==> src/rtl/assert_macros.svh <==
// assertion macros, included by fpdp_back
// no dependencies
`ifndef ASSERT_MACROS_SVH
`define ASSERT_MACROS_SVH

// property checked on every rising edge, disabled while reset is high
`define ASSERT_CLK(label, clk, rst, prop) \
   label: assert property (@(posedge clk) disable iff (rst) (prop)) \
      else $error("assertion label failed");

// condition that must never hold
`define ASSERT_NEVER(label, clk, rst, cond) \
   `ASSERT_CLK(label, clk, rst, !(cond))

`endif

==> src/rtl/fpdp_pkg.sv <==
// shared types and constants of the binary64 dot product
// no dependencies
package fpdp_pkg;

   localparam logic [63:0] CANON_NAN = 64'h7FF8000000000000;

   // adder result destinations
   localparam logic [2:0] DST_L0  = 3'd0;
   localparam logic [2:0] DST_L1  = 3'd1;
   localparam logic [2:0] DST_L2  = 3'd2;
   localparam logic [2:0] DST_L3  = 3'd3;
   localparam logic [2:0] DST_ACC = 3'd4;
   localparam logic [2:0] DST_TMP = 3'd5;

   typedef struct packed {
      logic [1:0] pos;
      logic       last;
   } item_tag_type;

   typedef struct packed {
      logic [63:0]  prod;
      item_tag_type tag;
   } q_entry_type;

endpackage

==> src/rtl/fpdp_fifo.sv <==
// product queue between the multiplier front and the accumulator back
// depends on fpdp_pkg for the entry type
module fpdp_fifo import fpdp_pkg::*; #(
   parameter int DEPTH = 16
) (
   input  logic        clock,
   input  logic        reset,
   input  logic        push,
   input  q_entry_type push_data,
   input  logic        pop,
   output logic        out_valid,
   output q_entry_type out_data
);

   localparam int PW = (DEPTH > 1) ? $clog2(DEPTH) : 1;
   localparam int CW = $clog2(DEPTH + 1);
   localparam logic [PW-1:0] LAST_SLOT = PW'(DEPTH - 1);

   q_entry_type   mem_ff [DEPTH];
   logic [PW-1:0] wr_ptr_ff, wr_ptr_in, rd_ptr_ff, rd_ptr_in;
   logic [CW-1:0] count_ff, count_in;
   logic          do_pop;

   assign out_valid = (count_ff != CW'(0));
   assign out_data  = mem_ff[rd_ptr_ff];
   assign do_pop    = pop && out_valid;

   always_comb begin
      wr_ptr_in = wr_ptr_ff;
      rd_ptr_in = rd_ptr_ff;
      count_in  = count_ff;
      if (push) begin
         wr_ptr_in = (wr_ptr_ff == LAST_SLOT) ? PW'(0) : wr_ptr_ff + PW'(1);
      end
      if (do_pop) begin
         rd_ptr_in = (rd_ptr_ff == LAST_SLOT) ? PW'(0) : rd_ptr_ff + PW'(1);
      end
      case ({push, do_pop})
         2'b10:   count_in = count_ff + CW'(1);
         2'b01:   count_in = count_ff - CW'(1);
         default: count_in = count_ff;
      endcase
   end

   always_ff @(posedge clock) begin
      if (reset) begin
         wr_ptr_ff <= '0;
         rd_ptr_ff <= '0;
         count_ff  <= '0;
      end else begin
         wr_ptr_ff <= wr_ptr_in;
         rd_ptr_ff <= rd_ptr_in;
         count_ff  <= count_in;
      end
   end

   always_ff @(posedge clock) begin
      if (push) begin
         mem_ff[wr_ptr_ff] <= push_data;
      end
   end

endmodule

==> config.mk <==
export PLATFORM = sky130hd
export DESIGN_NAME = fpdp_fifo
export DESIGN_NICKNAME = d
export VERILOG_FILES = /design/src/rtl/assert_macros.svh /design/src/rtl/fpdp_pkg.sv /design/src/rtl/fpdp_fifo.sv
export SDC_FILE = /design/constraint.sdc
export NUM_CORES = 1
export LEC_CHECK = 0
export ABC_CLOCK_PERIOD_IN_PS = 4700
export BUFFER_PORTS_ARGS = -buffer_cell sky130_fd_sc_hd__buf_2
export CAP_MARGIN = 30
export CORE_ASPECT_RATIO = 1.1
export CORE_MARGIN = 2
export CORE_UTILIZATION = 60
export CTS_CLUSTER_DIAMETER = 150
export CTS_CLUSTER_SIZE = 10
export DETAILED_ROUTE_END_ITERATION = 8
export GPL_TIMING_DRIVEN = 0
export HOLD_SLACK_MARGIN = 0.03
export PLACE_DENSITY = 0.75
export SYNTH_ARGS = -nofsm -noshare
export SYNTH_HDL_FRONTEND = slang
export SYNTH_SLANG_ARGS = --single-unit
==> constraint.sdc <==
create_clock -name clock -period 4.7 [get_ports clock]
set_clock_uncertainty 0.05 [all_clocks]
set_input_delay 1.175 -clock clock [delete_from_list [all_inputs] [get_ports clock]]
set_output_delay 1.175 -clock clock [all_outputs]
set_load 0.1 [all_outputs]
==> flow_metrics.tcl, run 1 <==
set metrics [dict create \
    run_status "finished, final reports clean" \
    dr_total_vias 19300 \
    viasPerCell 6.49 \
    overflow 0 \
    synth_area_sq_um 41000 \
    placed_area_sq_um 43300 \
    rsz0062_at_grt "no" \
    routed_wl_microns 89100 \
    nets 2106 \
    crit_top_cell "buf_2" \
    core_sq_um 67700 \
    avgSynthCellArea_sq_um 23.4 \
    finish.utilization 0.687 \
    layout-drive-gt1-share 0.301 \
    fmax_mhz 218 \
    path_clk_slew_ps 50 \
    arrival_ps 3360 \
    hpwl_microns 50500 \
    finalCritPeriodShare 0.976 \
    p_leak_nw 14.7 \
    crit_slowest_cell "buf_1" \
    maxCapViolations 0 \
    slowest_delay_ps 600 \
    post-cts-setup-buffer-count 0 \
    area_growth_pct 13.4 \
    route.detailed.drc 0 \
    ios 139 \
    grt_max_degree 50 \
    cts-buffers-inserted 118 \
    gr-usage-all-layers 0.261 \
    drv_slew 0 \
    port_buffers 137 \
    hold_ws_ps 482 \
    cts.root.buffer_cell "clkbuf_16" \
    fp.dieH_microns 278 \
    antenna_left 0 \
    ys_ff_latch 1089 \
    multi_input_area_sq_um 8010 \
    hold_violations 0 \
    ys_types 41 \
    tightest_slew_ps 909 \
    drtPass1Iterations 7 \
    insertion_delay_ps 670 \
    syn_nets 1833 \
    start_kind "flop" \
    fillers 3995 \
    grt_pass1_wl_microns 132000 \
    htree_levels 3 \
    slew_headroom 0.394 \
    grt_pass1_vias 20500 \
    synth_edf_count 1072 \
    gp_congestion 0.756 \
    regArea_sq_um 32500 \
    cp.required_ps 3470 \
    start_util 0.606 \
    critPathMaxFanout 10 \
    ys_seq_area_frac 0.794 \
    end_kind "output port" \
    critPathKind "flop to output port" \
    final_area_sq_um 46500 \
    ys_warn_count 0 \
    clockBufferDepth 3 \
    hp-class "flop to flop" \
    synthArstFlopShare 0 \
    cts.sinks 1089 \
    synth_cells 1753 \
    worst_ir_drop_vdd_mv 0.567 \
    antenna_found_initial 9 \
    yosys_most_used_dff "edfxtp_1" \
    num_rows 100 \
    cts_tree "done" \
    wl_per_cell_microns 30.0 \
    path_cells "buf_2 > buf_2 > buf_1 > mux4_2 > a22oi_1 > nand2_1 > buf_2" \
    drt_iter0_drc 2284 \
    period_needed_ps 4590 \
    setup_viol 0 \
    die_w_microns 253 \
    power.density_nw_per_um2 530 \
    die_area_sq_um 70400 \
]
==> critical path, delay by kind of cell, from the launching register on <==
family | cells | cell delay, ps
buf+inv | 4 | 1540
mux | 1 | 410
flops | 1 | 310
compound gates | 1 | 310
simple gates | 1 | 110
==> worst paths after layout <==
path	cells after the start	endpoint	from	slack, ps
setup / recovery	7	out_data[28]	flop	110
hold / removal	2	flop	rd_ptr_ff[0]	480
setup reg to reg	11	count_ff[4]	count_ff[1]	1440
hold reg to reg	2	flop	rd_ptr_ff[0]	480
==> through the flow <==
stage / worst slack, ps / TNS (ps) / total power [mW] / cells
after detailed placement: 470 / 0 / 17.0 / 2824
after floorplan: 1080 / 0 / 15.7 / 1753
after global routing: 1.93 / 0 / 25.4 / 2974
after CTS: 29.1 / 0 / 24.8 / 2972
final: 112 / 0 / 24.7 / 2976
after global placement: -836 / -699130 / 16.9 / 2808
==> timing repair <==
action / 4_1_cts / 5_1_grt
setup endpoints to repair: 31 / 7
resized for setup: 6 / 12
hold buffers: 0 / 0
==> power by group <==
part / total, mW / switching (mW) / internal [mW]
sequential: 10.9 / 0.0576 / 10.8
combinational: 5.92 / 3.89 / 2.02
clock: 7.88 / 3.35 / 4.53
total: 24.7 / 7.30 / 17.3
==> placed cells by master, fill, tap and decap left out, types with 2 or more instances in the layout <==
cell type / Yosys / final
mux4_2: 268 / 268
or3_1: 2 / 2
clkbuf_1: 38 / 55
or3b_2: 3 / 3
o211ai_1: 3 / 3
ha_1: 9 / 9
dfxtp_1: 17 / 17
inv_1: 5 / 5
buf_16: 0 / 16
mux2i_1: 3 / 3
buf_6: 3 / 3
edfxtp_1: 1072 / 1072
xor2_1: 5 / 5
buf_1: 19 / 12
nand2_1: 73 / 73
clkbuf_16: 0 / 120
and3_1: 2 / 2
o21ai_0: 4 / 4
buf_4: 19 / 19
buf_2: 15 / 153
and2_4: 0 / 16
nor2_1: 9 / 9
clkbuf_2: 0 / 14
nor3_1: 2 / 2
a22oi_1: 134 / 134
nor2b_1: 3 / 3
diode_2: 0 / 4
nand4b_1: 3 / 3
a21oi_1: 9 / 9
==> cell families (layout without fill, tap and decap cells) <==
kind of cell / count (synthesis) / after routing / share of synthesized area
AOI/OAI and AO/OA: 156 / 156 / 0.0281
xor gates and xnor gates: 5 / 5 / 0.00107
adders and majority gates: 9 / 9 / 0.00275
buffers and inverters: 99 / 400 / 0.0118
DFF: 1089 / 1089 / 0.794
muxes: 271 / 271 / 0.148
other: 0 / 4 / 0
and+or+nand+nor: 124 / 124 / 0.0146
==> sequential cells by signal, summed over array words and instances, names as in the netlist, named ones only <==
register and count:
count_ff 5, wr_ptr_ff 4, rd_ptr_ff 4, mem_ff 1072
==> synth_stat cells, types with 9 or more instances <==
cell type	count	area share
buf_1	19	0.0017
mux4_2	268	0.15
dfxtp_1	17	0.0083
buf_4	19	0.0035
edfxtp_1	1072	0.79
and2_1	17	0.0026
ha_1	9	0.0027
nand2_1	73	0.0067
a22oi_1	134	0.025
clkbuf_1	38	0.0035
buf_2	15	0.0018
a21oi_1	9	0.0011
nor2_1	9	0.00082
==> layer usage <==
metal  GRT usage  routed length, microns  part of all wire  vias to the layer above
li1            -                       -                 -                     8023
met1       0.342                   32800              0.37                    10200
met2       0.444                   46800              0.53                      927
met3      0.0549                    7340             0.082                      160
met4      0.0825                    2080             0.023                       14
met5           0                      81           0.00091                        -
==> cell type report <==
cell class	instances	share of cell area
clock inverters	3	0.000969
well taps	918	0.0247
clock buffers	145	0.0666
flip-flops and latches	1089	0.700
repair buffers	153	0.0242
diodes	4	0.000215
plain buffers	94	0.0104
multi-input cells	565	0.172
inverters	5	0.000404
(Power assumes the default switching activity.)
==> run 2: changes to the inputs <==
PLACE_DENSITY = default   (was 0.75)
PLACE_DENSITY_LB_ADDON = 0.2   (was default)
==> flow_metrics.tcl, run 2 (synthesis gave the netlist of run 1 again) <==
set metrics [dict create \
    nets 2106 \
    die_area_sq_um 70400 \
    critPathKind "flop to output port" \
    regArea_sq_um 32500 \
    crit_slowest_cell "clkbuf_1" \
    grt_util_met2 0.433 \
    htree_levels 3 \
    finalCritPeriodShare 0.985 \
    dr_total_vias 19300 \
    path_cells "nor2_1 > clkbuf_2 > clkbuf_1 > a22oi_1 > nand2_1 > buf_2" \
    fp.dieH_microns 278 \
    cts_tree "done" \
    start_kind "flop" \
    critPathMaxFanout 10 \
    worst_ir_drop_vdd_mv 0.572 \
    routed_wl_microns 90400 \
    insertion_delay_ps 680 \
    met1_usage 0.365 \
    die_w_microns 253 \
    multi_input_area_sq_um 8010 \
    end_kind "output port" \
    placed_area_sq_um 43300 \
    grt_max_degree 45 \
    fmax_mhz 216 \
    drtPass1Iterations 5 \
    start_util 0.606 \
    cp.required_ps 3470 \
    largest_reg_flops 1072 \
    hold_violations 0 \
    period_needed_ps 4630 \
    slew_headroom 0.421 \
    grt_pass1_wl_microns 133000 \
    layout_commonest_cell "edfxtp_1" \
    area_growth_pct 13.3 \
    layout-drive-gt1-share 0.300 \
    hold_buffers 0 \
    core_sq_um 67700 \
    route.detailed.drc 0 \
    wl_per_cell_microns 30.4 \
    hpwl_microns 51600 \
    tightest_slew_ps 869 \
    top_register "mem_ff" \
    overflow 0 \
    cpLargestDelayFamily "buffers and inverters" \
    final_cell_mix "edfxtp_1 (1072), mux4_2 (268), buf_2 (152), a22oi_1 (134), clkbuf_16 (119)" \
    worst_slack_ps 72.7 \
    dpl_worst_slack_ps 485 \
    drv_slew 0 \
    fin_tns_setup_ps 0 \
    ios 139 \
    arrival_ps 3400 \
    antenna_left 0 \
    hold_start "wr_ptr_ff[3]" \
    gp_congestion 0.753 \
    gr-usage-met3 0.0502 \
    rrSetupSlack_ps 1510 \
    run_status "finished, final reports clean" \
    cts.sinks 1089 \
    gr-usage-all-layers 0.263 \
    dp.cells 2824 \
    cp_num_buf_inv 3 \
    cts-buffers-inserted 118 \
    maxCapViolations 0 \
    instances_no_fill 2977 \
    hold_ws_ps 494 \
    antenna_found_initial 13 \
    r2r_start "count_ff[1]" \
    drt_iter0_drc 2110 \
    power.density_nw_per_um2 530 \
    final_area_sq_um 46500 \
    largestRegisters "mem_ff: 1072 flops, count_ff: 5 flops" \
    num_rows 100 \
    path_clk_slew_ps 60 \
    grt_pass1_vias 20600 \
    slowest_delay_ps 620 \
    p_leak_nw 14.7 \
    cp-endpoint "out_data[36]" \
    hp-class "flop to flop" \
    viasPerCell 6.49 \
    r2r_end "count_ff[4]" \
    r2r_cells 11 \
    clockBufferDepth 3 \
    grt.busiest_layer "met2" \
    rsz0062_at_grt "no" \
    crit_cells 6 \
    port_buffers 137 \
    setup_viol 0 \
    cts.root.buffer_cell "clkbuf_16" \
    fillers 4052 \
]
[run 2: cell types whose count changed in the layout (fill, tap and decap cells not counted), sizes merged]
cell,before,now
clkbuf,189,188
clkinv,1,2
diode,4,5
[run 2: routing by layer]
metal | share of wire | vias to the layer above | wire length, microns
li1 | - | 8020 | -
met1 | 0.38 | 10300 | 34800
met2 | 0.51 | 870 | 46400
met3 | 0.078 | 154 | 7070
met4 | 0.022 | 14 | 2010
met5 | 0.00097 | - | 88
[run 2: metrics by stage]
stage / total power [mW] / util
global route: 25.4 / 0.686
floorplan: 15.7 / -
detailed placement: 17.0 / 0.640
global placement: 16.9 / 0.633
CTS: 24.8 / 0.686
finish: 24.6 / 0.686
[run 2: how the worst min path moves through the flow]
stage | end | slack, ps | depth (start not counted)
finish | wr_ptr_ff[3] | 490 | 2
global route | wr_ptr_ff[3] | 530 | 2
CTS | wr_ptr_ff[3] | 500 | 2
detailed placement | wr_ptr_ff[3] | 490 | 2
global placement | rd_ptr_ff[0] | 450 | 2
floorplan | flop | 420 | 2
[run 2: power by group]
| part | switching [mW] | leakage [nW] | total (mW) | internal, mW |
|---|---|---|---|---|
| Combinational | 3.90 | 3.32 | 5.92 | 2.02 |
| Sequential | 0.0534 | 9.82 | 10.9 | 10.8 |
| Clock | 3.37 | 1.52 | 7.86 | 4.49 |
[run 2: final cells by class]
cell class / count / share of cell area
timing repair buffer: 153 / 0.0242
tap: 918 / 0.0247
antenna: 5 / 0.000269
inverter: 5 / 0.000404
clock buffer: 144 / 0.0661
sequential: 1089 / 0.700
buffer: 94 / 0.0104
clock inverter: 4 / 0.00108
multi-input combinational: 565 / 0.173
[run 2: worst register-to-register path: cells and delay by family (launching register included)]
family | cells | cell delay [ps]
buffers and inverters | 3 | 450
flip-flops | 1 | 290
XOR/XNOR | 1 | 160
AO/OA/AOI/OAI | 2 | 330
adder cells (fa/ha/maj) | 2 | 450
AND/OR/NAND/NOR | 3 | 1350
[run 2: what timing repair did]
action,in CTS,in global routing
resized for setup,5,14
buffers inserted,0,0
gates cloned,0,0
endpoints found under the hold margin,0,0
setup endpoints to repair,31,11
